[src/design/gha_pkg.sv]
package gha_pkg;

    typedef enum logic [1:0] {
        CMD_ADD    = 2'd0,
        CMD_REMOVE = 2'd1,
        CMD_GET    = 2'd2
    } t_cmd;

    typedef enum logic [1:0] {
        ST_OK         = 2'd0,
        ST_BAD_HANDLE = 2'd1,
        ST_FULL       = 2'd2,
        ST_NULL       = 2'd3
    } t_status;

    typedef enum logic [2:0] {
        S_IDLE,
        S_DISPATCH,
        S_POP,
        S_BUMP,
        S_CHECK
    } t_state;

    // commands from controller to datapath
    typedef struct packed {
        logic    capture;
        logic    sel_popped;
        logic    pop_take;
        logic    alloc_fresh;
        logic    alloc_reuse;
        logic    release_slot;
        logic    fetch;
        logic    finish;
        t_status fin_status;
    } t_ctl;

    // status from datapath to controller
    typedef struct packed {
        t_cmd cmd;
        logic is_null;
        logic has_free;
        logic has_fresh;
        logic pre_ok;
        logic slot_ok;
    } t_stat;

endpackage

[src/design/gha_ctrl.sv]
module gha_ctrl (
    input  logic           i_clk,
    input  logic           i_rst_n,
    input  logic           i_start,
    input  gha_pkg::t_stat i_stat,
    output gha_pkg::t_ctl  o_ctl,
    output logic           o_busy
);

    gha_pkg::t_state r_state;
    gha_pkg::t_state n_state;

    always_ff @(posedge i_clk) begin
        if (!i_rst_n) begin
            r_state <= gha_pkg::S_IDLE;
        end else begin
            r_state <= n_state;
        end
    end

    // next state
    always_comb begin
        n_state = r_state;
        unique case (r_state)
            gha_pkg::S_IDLE: begin
                if (i_start) begin
                    n_state = gha_pkg::S_DISPATCH;
                end
            end
            gha_pkg::S_DISPATCH: begin
                n_state = gha_pkg::S_IDLE;
                case (i_stat.cmd) inside
                    gha_pkg::CMD_ADD: begin
                        if (!i_stat.is_null && i_stat.has_free) begin
                            n_state = gha_pkg::S_POP;
                        end
                    end
                    gha_pkg::CMD_REMOVE, gha_pkg::CMD_GET: begin
                        if (i_stat.pre_ok) begin
                            n_state = gha_pkg::S_CHECK;
                        end
                    end
                    default: begin
                        n_state = gha_pkg::S_IDLE;
                    end
                endcase
            end
            gha_pkg::S_POP:   n_state = gha_pkg::S_BUMP;
            gha_pkg::S_BUMP:  n_state = gha_pkg::S_IDLE;
            gha_pkg::S_CHECK: n_state = gha_pkg::S_IDLE;
            default:          n_state = gha_pkg::S_IDLE;
        endcase
    end

    // outputs
    always_comb begin
        o_ctl            = '0;
        o_ctl.fin_status = gha_pkg::ST_OK;
        unique case (r_state)
            gha_pkg::S_IDLE: begin
                o_ctl.capture = i_start;
            end
            gha_pkg::S_DISPATCH: begin
                case (i_stat.cmd) inside
                    gha_pkg::CMD_ADD: begin
                        if (i_stat.is_null) begin
                            o_ctl.finish     = 1'b1;
                            o_ctl.fin_status = gha_pkg::ST_NULL;
                        end else if (i_stat.has_free) begin
                            o_ctl.finish = 1'b0;
                        end else if (i_stat.has_fresh) begin
                            o_ctl.alloc_fresh = 1'b1;
                            o_ctl.finish      = 1'b1;
                        end else begin
                            o_ctl.finish     = 1'b1;
                            o_ctl.fin_status = gha_pkg::ST_FULL;
                        end
                    end
                    gha_pkg::CMD_REMOVE, gha_pkg::CMD_GET: begin
                        if (!i_stat.pre_ok) begin
                            o_ctl.finish     = 1'b1;
                            o_ctl.fin_status = gha_pkg::ST_BAD_HANDLE;
                        end
                    end
                    default: begin
                        o_ctl.finish     = 1'b1;
                        o_ctl.fin_status = gha_pkg::ST_BAD_HANDLE;
                    end
                endcase
            end
            gha_pkg::S_POP: begin
                o_ctl.pop_take   = 1'b1;
                o_ctl.sel_popped = 1'b1;
            end
            gha_pkg::S_BUMP: begin
                o_ctl.alloc_reuse = 1'b1;
                o_ctl.finish      = 1'b1;
            end
            gha_pkg::S_CHECK: begin
                o_ctl.finish = 1'b1;
                if (!i_stat.slot_ok) begin
                    o_ctl.fin_status = gha_pkg::ST_BAD_HANDLE;
                end else if (i_stat.cmd == gha_pkg::CMD_REMOVE) begin
                    o_ctl.release_slot = 1'b1;
                end else begin
                    o_ctl.fetch = 1'b1;
                end
            end
            default: begin
                o_ctl.finish = 1'b0;
            end
        endcase
    end

    assign o_busy = (r_state != gha_pkg::S_IDLE);

endmodule

[config.mk]
export PLATFORM = sky130hd
export DESIGN_NAME = gha_ctrl
export DESIGN_NICKNAME = d
export VERILOG_FILES = /design/src/design/gha_pkg.sv /design/src/design/gha_ctrl.sv
export SDC_FILE = /design/constraint.sdc
export NUM_CORES = 1
export LEC_CHECK = 0
export BUFFER_PORTS_ARGS = -buffer_cell sky130_fd_sc_hd__buf_2
export CORE_AREA = 2 2 39 41
export CTS_CLUSTER_DIAMETER = 60
export DETAILED_ROUTE_END_ITERATION = 12
export DIE_AREA = 0 0 41 43
export SYNTH_ARGS = -nofsm -noshare
export SYNTH_HDL_FRONTEND = slang
export SYNTH_SLANG_ARGS = --single-unit
export TNS_END_PERCENT = 20
[constraint.sdc]
create_clock -name i_clk -period 1.76 [get_ports i_clk]
set_clock_uncertainty 0.2 [all_clocks]
set_input_delay 0.088 -clock i_clk [delete_from_list [all_inputs] [get_ports i_clk]]
set_output_delay 0.088 -clock i_clk [all_outputs]
set_load 0.05 [all_outputs]
==> impl_metrics.yaml, run 1 <==
status:
  status: "finished clean"
clock_network:
  cts_tree: "built"
  cts_buffers: 3
  clock_path_buffers: 2
  h-tree-depth: 1
  cts.clk_slew.worst_paths_ns: 0.03
  insertion_delay_ns: 0.23
  clockRootBuffer: "clkbuf_4"
  cts.sinks: 3
flow_run:
  drv_cap: 0
route:
  routed_wl_um: 860
  wl_per_cell_um: 10.12
  routed-via-count: 390
  drc_errors: 0
  antenna_left: 0
  viasPerCell: 4.588
  drt_pre_antenna_iters: 4
  dr.first_iter.drc_count: 3
timing:
  setup_violations: 0
  period_share: 0.9449
  finalWorstPathRequiredPeriod_ns: 1.663
  drv_slew: 0
  hold_viol: 0
  tightest_slew_ns: 0.2457
  max_freq_mhz: 601.3
  final.setup.worst_slack_ns: 0.09701
  slew_headroom: 0.8362
synth:
  synth_ff_type: "dfxtp_1"
  synth-edff-count: 0
  ys_seq_area_frac: 0.1702
  synthTopCellsByArea: "dfxtp_1, ha_1, inv_1"
  ys_top_cells_by_count: "inv_1, nor2_1, a21oi_1, dfxtp_1, ha_1"
  synth.most_common_cell: "inv_1"
  ys_ff_latch: 3
  yosysUniqueCellTypes: 26
  synth_area_per_cell_sq_um: 8.019
  netlist_instances: 44
  synth_top_area_frac: 0.1702
  syn-num-nets: 57
  syn-cell-area_sq_um: 352.8
  async_flop_share: 0
  yosysWarningCount: 0
  synth.largest_area_cell: "dfxtp_1"
critical_path:
  crit_fanout: 13
  rr_worst_depth: 4
  critical-path-max-stage-delay_ns: 0.38
  rrSetupSlack_ns: 0.17
  worstPathArrival_ns: 1.37
  cp_slowest_cell: "dfxtp_2"
  critPathKind: "reg -> out"
  crit_chain: "nor3b_4 > nand2_2 > nor4b_2 > buf_4"
  r2r_end: "r_state[2]$_SDFFE_PN0P_"
  cp.required_ns: 1.47
  cp-end-kind: "output port"
  r2r_start: "r_state[1]$_SDFFE_PN0P_"
  worst_setup_path_start_kind: "register"
layout:
  drive_above_1_share: 0.4783
  diodes: 0
  largestRegisters: "r_state: 3 flops"
  largest_reg_flops: 3
  areaGrowthSynthToFinish_pct: 52.48
  top_register: "r_state"
  nets: 83
  stdcell_count: 85
  fin_area_sq_um: 538.0
placed_design:
  place_inst: 77
  place_hpwl_um: 612.7
  port_buffers: 20
  placed_area_sq_um: 460.4
  gp_congestion: 0.7461
  pre_cts_ws_ns: 0.1129
global_routing:
  grt_pass1_wl_um: 1262
  grt_max_degree: 14
  grt_pass1_vias: 329
  overflow: 0
  grt.total_usage: 0.1052
  antenna_found_initial: 0
hold_path:
  worstHoldStart: "i_stat[3]"
  min_to: "r_state[1]$_SDFFE_PN0P_"
  hold_path.class: "in -> reg"
  whs_path_depth: 3
floorplanning:
  ios: 21
  initial_core_util: 0.2550
  die_w_um: 41
  core_area_sq_um: 1384
  die-area_sq_um: 1763
  rows: 14
  die_h_um: 43
pwr:
  vdd_ir_drop_max_uv: 207.0
  fin_total_pwr_uw: 281.9
  power.density_nw_per_um2: 523.9
  leakage_uw: 0.0002944
power breakdown:
part,total [uW],switching (uW),internal [uW]
sequential,74.1,4.18,69.9
clock,119,34.5,84.9
combinational,88.4,53.4,35.0
total,282,92.1,190
repair_timing:
item,CTS,global route
hold buffers,3,0
pin swaps,0,1
setup buffers,0,1
endpoints found under the hold margin,3,0
endpoints found under the setup margin,3,4
gates resized for setup,4,3
how the worst max path moves through the flow:
stage / cells past startpoint / endpoint / slack (ns) / from
floorplan: 3 / o_ctl[9] / -0.30 / r_state[1]$_SDFFE_PN0P_
global placement: 4 / o_ctl[6] / 0.17 / r_state[0]$_SDFFE_PN0P_
detailed placement: 4 / o_ctl[6] / 0.11 / r_state[0]$_SDFFE_PN0P_
CTS: 4 / o_ctl[6] / 0.02 / r_state[0]$_SDFFE_PN0P_
global route: 4 / o_ctl[6] / -0.004 / r_state[0]$_SDFFE_PN0P_
finish: 4 / o_ctl[6] / 0.1 / r_state[1]$_SDFFE_PN0P_
per-layer routing:
layer	track usage	wire, um	vias to the layer above
met4	0.08000	0	0
met1	0.1534	393	173
met2	0.1406	424	14
met5	0	0	-
met3	0	42	0
li1	-	-	203
cell families (layout without fill, tap and decap cells):
family	count (synthesis)	count (layout)	share of synthesized area
compound gates	8	8	0.1525
fa+ha+maj	3	3	0.1064
buf+inv	9	34	0.1312
flops	3	3	0.1702
simple gates	21	21	0.4397
critical path: cells and delay by family (launching register included):
family | cells | cell delay [ns]
flip-flops | 1 | 0.38
AND/OR/NAND/NOR | 3 | 0.53
buffers and inverters | 1 | 0.23
per-stage QoR:
step           hold slack (ns)    util  setup TNS, ns
6_report                0.1694  0.3888              0
5_1_grt                 0.1755  0.3888      -0.003591
4_1_cts                 0.1682  0.3788              0
3_5_place_dp            0.1417  0.3327              0
3_3_place_gp            0.1414  0.3327              0
2_1_floorplan         0.001793       -        -0.6154
final cells by class:
type / count / area [sq um]
Multi-Input combinational cell: 32 / 260.3
Inverter: 6 / 22.52
Fill cell: 142 / 845.8
Timing Repair Buffer: 24 / 142.6
Sequential cell: 3 / 66.31
Clock buffer: 4 / 26.28
Tap cell: 16 / 20.02
cells in the final DEF (no fill, tap or decap), drive strengths merged, types with 2 or more instances in the layout:
| cell | Yosys | layout |
|---|---|---|
| nor3 | 2 | 2 |
| clkbuf | 0 | 4 |
| nor2 | 4 | 4 |
| nand3b | 2 | 2 |
| nor3b | 2 | 2 |
| a21oi | 3 | 3 |
| buf | 3 | 21 |
| and3 | 2 | 2 |
| inv | 6 | 6 |
| nand2 | 2 | 2 |
| dfxtp | 3 | 3 |
| ha | 3 | 3 |
| dlygate4sd3 | 0 | 3 |
No activity file was read; power rests on OpenSTA's default activity.
==> run 2, diff against run 1 <==
--- a/config.mk
+++ b/config.mk
@@ -10,6 +10,7 @@
 export CTS_CLUSTER_DIAMETER = 60
 export DETAILED_ROUTE_END_ITERATION = 12
 export DIE_AREA = 0 0 41 43
+export REMOVE_ABC_BUFFERS = 1
 export SYNTH_ARGS = -nofsm -noshare
 export SYNTH_HDL_FRONTEND = slang
 export SYNTH_SLANG_ARGS = --single-unit
==> constraint.sdc (replaced) <==
create_clock -name i_clk -period 1.55 [get_ports i_clk]
set_clock_uncertainty 0.2 [all_clocks]
set_input_delay 0.0775 -clock i_clk [delete_from_list [all_inputs] [get_ports i_clk]]
set_output_delay 0.0775 -clock i_clk [all_outputs]
set_load 0.05 [all_outputs]
==> run 2 against run 1 <==
  * The run now ends with negative setup slack left
  * Largest power group unchanged
  * Largest cell class unchanged
  * Design area is 17% higher
  * Utilization is 6.7 points higher
  * Die area stayed put
  * Via count is 6.2% higher
  * Global-route usage is 2.5 points higher
  * Total power is 22% higher
  * Routed wire length is 15% higher
  * Critical path type unchanged
  * Non-clock buffer count is 4 higher
  * Sequential power is 9.4% higher
==> impl_metrics.yaml, run 2 (same netlist as run 1, synthesis figures left out) <==
route:
  routed-via-count: 414
  antenna_left: 0
  viasPerCell: 4.652
  drc_errors: 0
  dr.first_iter.drc_count: 1
  routed_wl_um: 990
  drt_pre_antenna_iters: 4
  wl_per_cell_um: 11.12
critical_path:
  worstPathArrival_ns: 1.36
  critPathKind: "reg -> out"
  critical-path-max-stage-delay_ns: 0.38
  r2r_start: "r_state[0]$_SDFFE_PN0P_"
  worst_setup_path_start_kind: "register"
  crit_fanout: 6
  crit_chain: "buf_6 > or3_4 > nor2_4 > buf_8"
  cp-end-kind: "output port"
  rr_worst_depth: 4
  cp_slowest_cell: "or3_4"
  r2r_end: "r_state[1]$_SDFFE_PN0P_"
  cp.required_ns: 1.27
  rrSetupSlack_ns: 0.18
pwr:
  seq_power_share: 0.235
  leakage_uw: 0.0003166
  swShare: 0.3247
  power.density_nw_per_um2: 546.5
  p_comb_frac: 0.370
  clockPowerShare: 0.395
  fin_total_pwr_uw: 344.6
  power.internal_uw: 232.7
  vdd_ir_drop_max_uv: 317.8
  p_sw_uw: 111.9
timing:
  finalWorstPathRequiredPeriod_ns: 1.642
  setup_violations: 7
  max_freq_mhz: 608.9
  final.setup.worst_slack_ns: -0.09238
  tightest_slew_ns: 0.2620
  drv_slew: 0
  grt_setup_unrepaired: "true"
  hold_viol: 0
  slew_headroom: 0.8246
  period_share: 1.060
hold_path:
  hold_path.class: "in -> reg"
  whs_path_depth: 3
  min_to: "r_state[1]$_SDFFE_PN0P_"
  worstHoldStart: "i_stat[3]"
floorplanning:
  initial_core_util: 0.2550
  ios: 21
  die_w_um: 41
  core_area_sq_um: 1384
  die-area_sq_um: 1763
  die_h_um: 43
  rows: 14
placed_design:
  place_hpwl_um: 675.5
  port_buffers: 20
  gp_congestion: 0.7706
  place_inst: 82
clock_network:
  postCtsSetupBuffers: 0
  h-tree-depth: 1
  cts_buffers: 3
  cts.sinks: 3
  cts_tree: "built"
  insertion_delay_ns: 0.23
  clock_path_buffers: 2
  cts.clk_slew.worst_paths_ns: 0.04
  clockRootBuffer: "clkbuf_4"
layout:
  diodes: 0
  largest_reg_flops: 3
  areaGrowthSynthToFinish_pct: 78.72
  stdcell_count: 89
  top_register: "r_state"
  postLayoutCoreUtil: 0.4557
  nets: 87
  drive_above_1_share: 0.5342
  largestRegisters: "r_state: 3 flops"
  most-common-layout-cells: "buf_2, buf_4, inv_1"
global_routing:
  grt.total_usage: 0.1303
  overflow: 0
  grt_pass1_wl_um: 1538
  grt_pass1_vias: 400
  antenna_found_initial: 0
  grt_max_degree: 12
flow_run:
  drv_cap: 0
status:
  failed_checks: "negative setup slack"
  status: "finished with violations"
==> run 2: cell type report <==
cell class | count | area [sq um]
clock buffer | 4 | 26.28
fill | 155 | 753.2
inverter | 6 | 22.52
multi-input combinational | 32 | 277.8
sequential | 3 | 68.82
tap | 16 | 20.02
timing repair buffer | 28 | 215.2
==> run 2: through the flow <==
| stage | worst slack, ns | TNS, ns | hold WS (ns) | instance area, sq um |
|---|---|---|---|---|
| detailed placement | 0.01858 | 0 | 0.1280 | 486.7 |
| global placement | 0.02602 | 0 | 0.1243 | 486.7 |
| CTS | -0.1190 | -0.4120 | 0.1453 | 574.3 |
| floorplan | -0.8503 | -4.241 | -0.008707 | 329.1 |
| global route | -0.1424 | -0.7689 | 0.1803 | 630.6 |
| finish | -0.09238 | -0.3184 | 0.1496 | 630.6 |
==> run 2: timing repair <==
action                                 in CTS  in global routing
setup endpoints to repair                  10                  9
endpoints found under the hold margin       3                  0
hold buffers                                3                  0
resized for setup                          13                 17
pin swaps                                   1                  3
==> run 2: routing by layer <==
layer / track usage / vias to the layer above / wire length, um
li1: - / 212 / -
met1: 0.1502 / 190 / 416
met2: 0.2125 / 12 / 526
met3: 0.01571 / 0 / 47
met4: 0.08000 / 0 / 0
met5: 0 / - / 0
==> run 2: worst max-delay path, delay by kind of cell (launching register included) <==
| kind | cells | cell delay (ns) |
|---|---|---|
| DFF | 1 | 0.35 |
| buffers and inverters | 2 | 0.27 |
| and+or+nand+nor | 2 | 0.51 |
==> run 2: how the worst max path moves through the flow <==
| stage | start | to | slack (ns) | depth (start not counted) |
|---|---|---|---|---|
| floorplan | r_state[2]$_SDFFE_PN0P_ | o_ctl[3] | -0.85 | 2 |
| global placement | i_stat[5] | o_ctl[0] | 0.03 | 7 |
| detailed placement | i_stat[5] | o_ctl[0] | 0.02 | 7 |
| CTS | r_state[0]$_SDFFE_PN0P_ | o_ctl[3] | -0.12 | 4 |
| global route | r_state[0]$_SDFFE_PN0P_ | o_ctl[3] | -0.14 | 4 |
| finish | r_state[0]$_SDFFE_PN0P_ | o_ctl[9] | -0.09 | 4 |
==> run 2: power by group through the flow <==
stage	registers, uW	clock network [uW]	logic [uW]
finish	81.1	136	127
global route	81.5	149	137
CTS	83.7	136	114
detailed placement	84.1	0	100
global placement	83.9	0	99.8
floorplan	84.8	0	63.2
==> run 3, diff against run 2 <==
--- a/config.mk
+++ b/config.mk
@@ -11,6 +11,7 @@
 export DETAILED_ROUTE_END_ITERATION = 12
 export DIE_AREA = 0 0 41 43
 export REMOVE_ABC_BUFFERS = 1
+export SLEW_MARGIN = 40
 export SYNTH_ARGS = -nofsm -noshare
 export SYNTH_HDL_FRONTEND = slang
 export SYNTH_SLANG_ARGS = --single-unit
==> constraint.sdc (replaced) <==
create_clock -name i_clk -period 1.55 [get_ports i_clk]
set_clock_uncertainty 0.2 [all_clocks]
set_input_delay 0.0775 -clock i_clk [delete_from_list [all_inputs] [get_ports i_clk]]
set_output_delay 0.0775 -clock i_clk [all_outputs]
set_load 0.02 [all_outputs]
==> run 3 against run 2 <==
  * The flow still finishes with violations (negative setup slack)
  * First-iteration DRC count grew to 7.0 times the previous value
  * Setup slack improved by 0.040 ns
  * Clock-buffer cell count is the same
  * Sequential power shrank 2.5%
  * Maximum frequency is 2.5% higher
  * Cell count is 2.2% lower
  * Register-to-register slack improved by 0.09 ns
  * Critical path type unchanged
  * Critical endpoint is now o_ctl[3]
==> impl_metrics.yaml, run 3 (same netlist as run 1, synthesis figures left out) <==
status:
  status: "finished with violations"
  failed_checks: "negative setup slack"
clock_network:
  cts.clk_slew.worst_paths_ns: 0.04
  cts_buffers: 3
  h-tree-depth: 1
  cts_tree: "built"
  insertion_delay_ns: 0.23
  clockRootBuffer: "clkbuf_4"
  clock_path_buffers: 2
  cts.sinks: 3
route:
  routed_wl_um: 972
  routed-via-count: 401
  wl_per_cell_um: 11.17
  antenna_left: 0
  dr.first_iter.drc_count: 7
  viasPerCell: 4.609
  drt_pre_antenna_iters: 5
  drc_errors: 0
timing:
  hold_viol: 0
  tightest_slew_ns: 0.2088
  drv_slew: 0
  grt_setup_unrepaired: "true"
  period_share: 1.034
  setup_violations: 3
  final.setup.worst_slack_ns: -0.05196
  slew_headroom: 0.8588
  finalWorstPathRequiredPeriod_ns: 1.602
  max_freq_mhz: 624.2
  tns_ns: -0.1272
floorplanning:
  initial_core_util: 0.2550
  die-area_sq_um: 1763
  core_area_sq_um: 1384
  die_h_um: 43
  ios: 21
  die_w_um: 41
  rows: 14
layout:
  top_register: "r_state"
  largest_reg_flops: 3
  fillers: 156
  largestRegisters: "r_state: 3 flops"
  final-seq-area_sq_um: 71.32
  nets: 85
  most-common-layout-cells: "buf_2, inv_1, nor2_1, buf_4"
  multi_input_area_sq_um: 256.5
  stdcell_count: 87
  layout_commonest_cell: "buf_2"
  drive_above_1_share: 0.4930
  diodes: 0
  postLayoutCoreUtil: 0.4078
  areaGrowthSynthToFinish_pct: 59.93
global_routing:
  grt.total_usage: 0.1162
  grt_max_degree: 10
  grt_pass1_wl_um: 1400
  grt_pass1_vias: 347
  overflow: 0
  antenna_found_initial: 0
critical_path:
  path_buf_inv: 2
  cp.required_ns: 1.27
  crit_chain: "buf_6 > and2b_2 > nor4bb_2 > buf_2"
  crit_fanout: 5
  path_delay_family: "simple AND/OR/NAND/NOR gates"
  worst_setup_path_start_kind: "register"
  critical-path-max-stage-delay_ns: 0.34
  cp-end-kind: "output port"
  worstPathArrival_ns: 1.32
  cp_slowest_cell: "dfxtp_4"
  critPathKind: "reg -> out"
pwr:
  vdd_ir_drop_max_uv: 231.8
  leakage_uw: 0.0003009
  fin_total_pwr_uw: 304.9
  power.density_nw_per_um2: 540.4
hold_path:
  hold_path.class: "in -> reg"
placed_design:
  place_inst: 79
  place_hpwl_um: 672.9
  port_buffers: 20
  pre_cts_ws_ns: 0.07649
  gp_congestion: 0.7781
flow_run:
  drv_cap: 0
run 3: changes by cell type in the layout (fill, tap and decap cells not counted), sizes merged:
cell,before,now
buf,25,23
run 3: cell type report:
class	count	area share
Multi-Input combinational cell	32	0.4545
Timing Repair Buffer	26	0.2971
Sequential cell	3	0.1264
Clock buffer	4	0.04656
Inverter	6	0.03991
Tap cell	16	0.03548
run 3: stage by stage:
stage	hold slack (ns)	instance area, sq um
floorplan	-0.008707	329.1
global placement	0.1353	464.2
detailed placement	0.1237	464.2
CTS	0.1387	545.5
global route	0.1707	564.3
finish	0.1418	564.3
run 3: worst paths after layout:
kind / from / to / slack [ns] / cells after the start
setup / recovery: r_state[0]$_SDFFE_PN0P_ / o_ctl[3] / -0.05 / 4
hold / removal: i_stat[3] / r_state[1]$_SDFFE_PN0P_ / 0.14 / 3
setup reg to reg: r_state[0]$_SDFFE_PN0P_ / r_state[1]$_SDFFE_PN0P_ / 0.27 / 4
hold reg to reg: r_state[2]$_SDFFE_PN0P_ / r_state[0]$_SDFFE_PN0P_ / 0.29 / 1
run 3: routing by layer:
| metal | share of wire | vias to the layer above | GRT usage |
|---|---|---|---|
| met5 | 0 | - | 0 |
| met3 | 0.078 | 0 | 0.005236 |
| met4 | 0 | 0 | 0.08000 |
| met2 | 0.50 | 14 | 0.1750 |
| li1 | - | 208 | - |
| met1 | 0.42 | 179 | 0.1502 |
run 3: worst reg2reg max path, cell delays in order, from the launching register on:
cell     delay [ns]
dfxtp_4        0.34
buf_4          0.15
nor3b_2        0.23
a41o_1         0.13
and4_1         0.17
run 3: power by group:
group | internal [uW] | switching (uW)
Clock | 96.5 | 40.3
Combinational | 45.0 | 44.0
Sequential | 76.1 | 3.02
run 3: what timing repair did:
item                       4_1_cts  5_1_grt
setup endpoints to repair        8        7
hold buffers                     3        0
gates resized for setup          8        6
setup buffers                    1        0
cloned                           0        0
pin swaps                        0        2
hold endpoints to repair         3        0
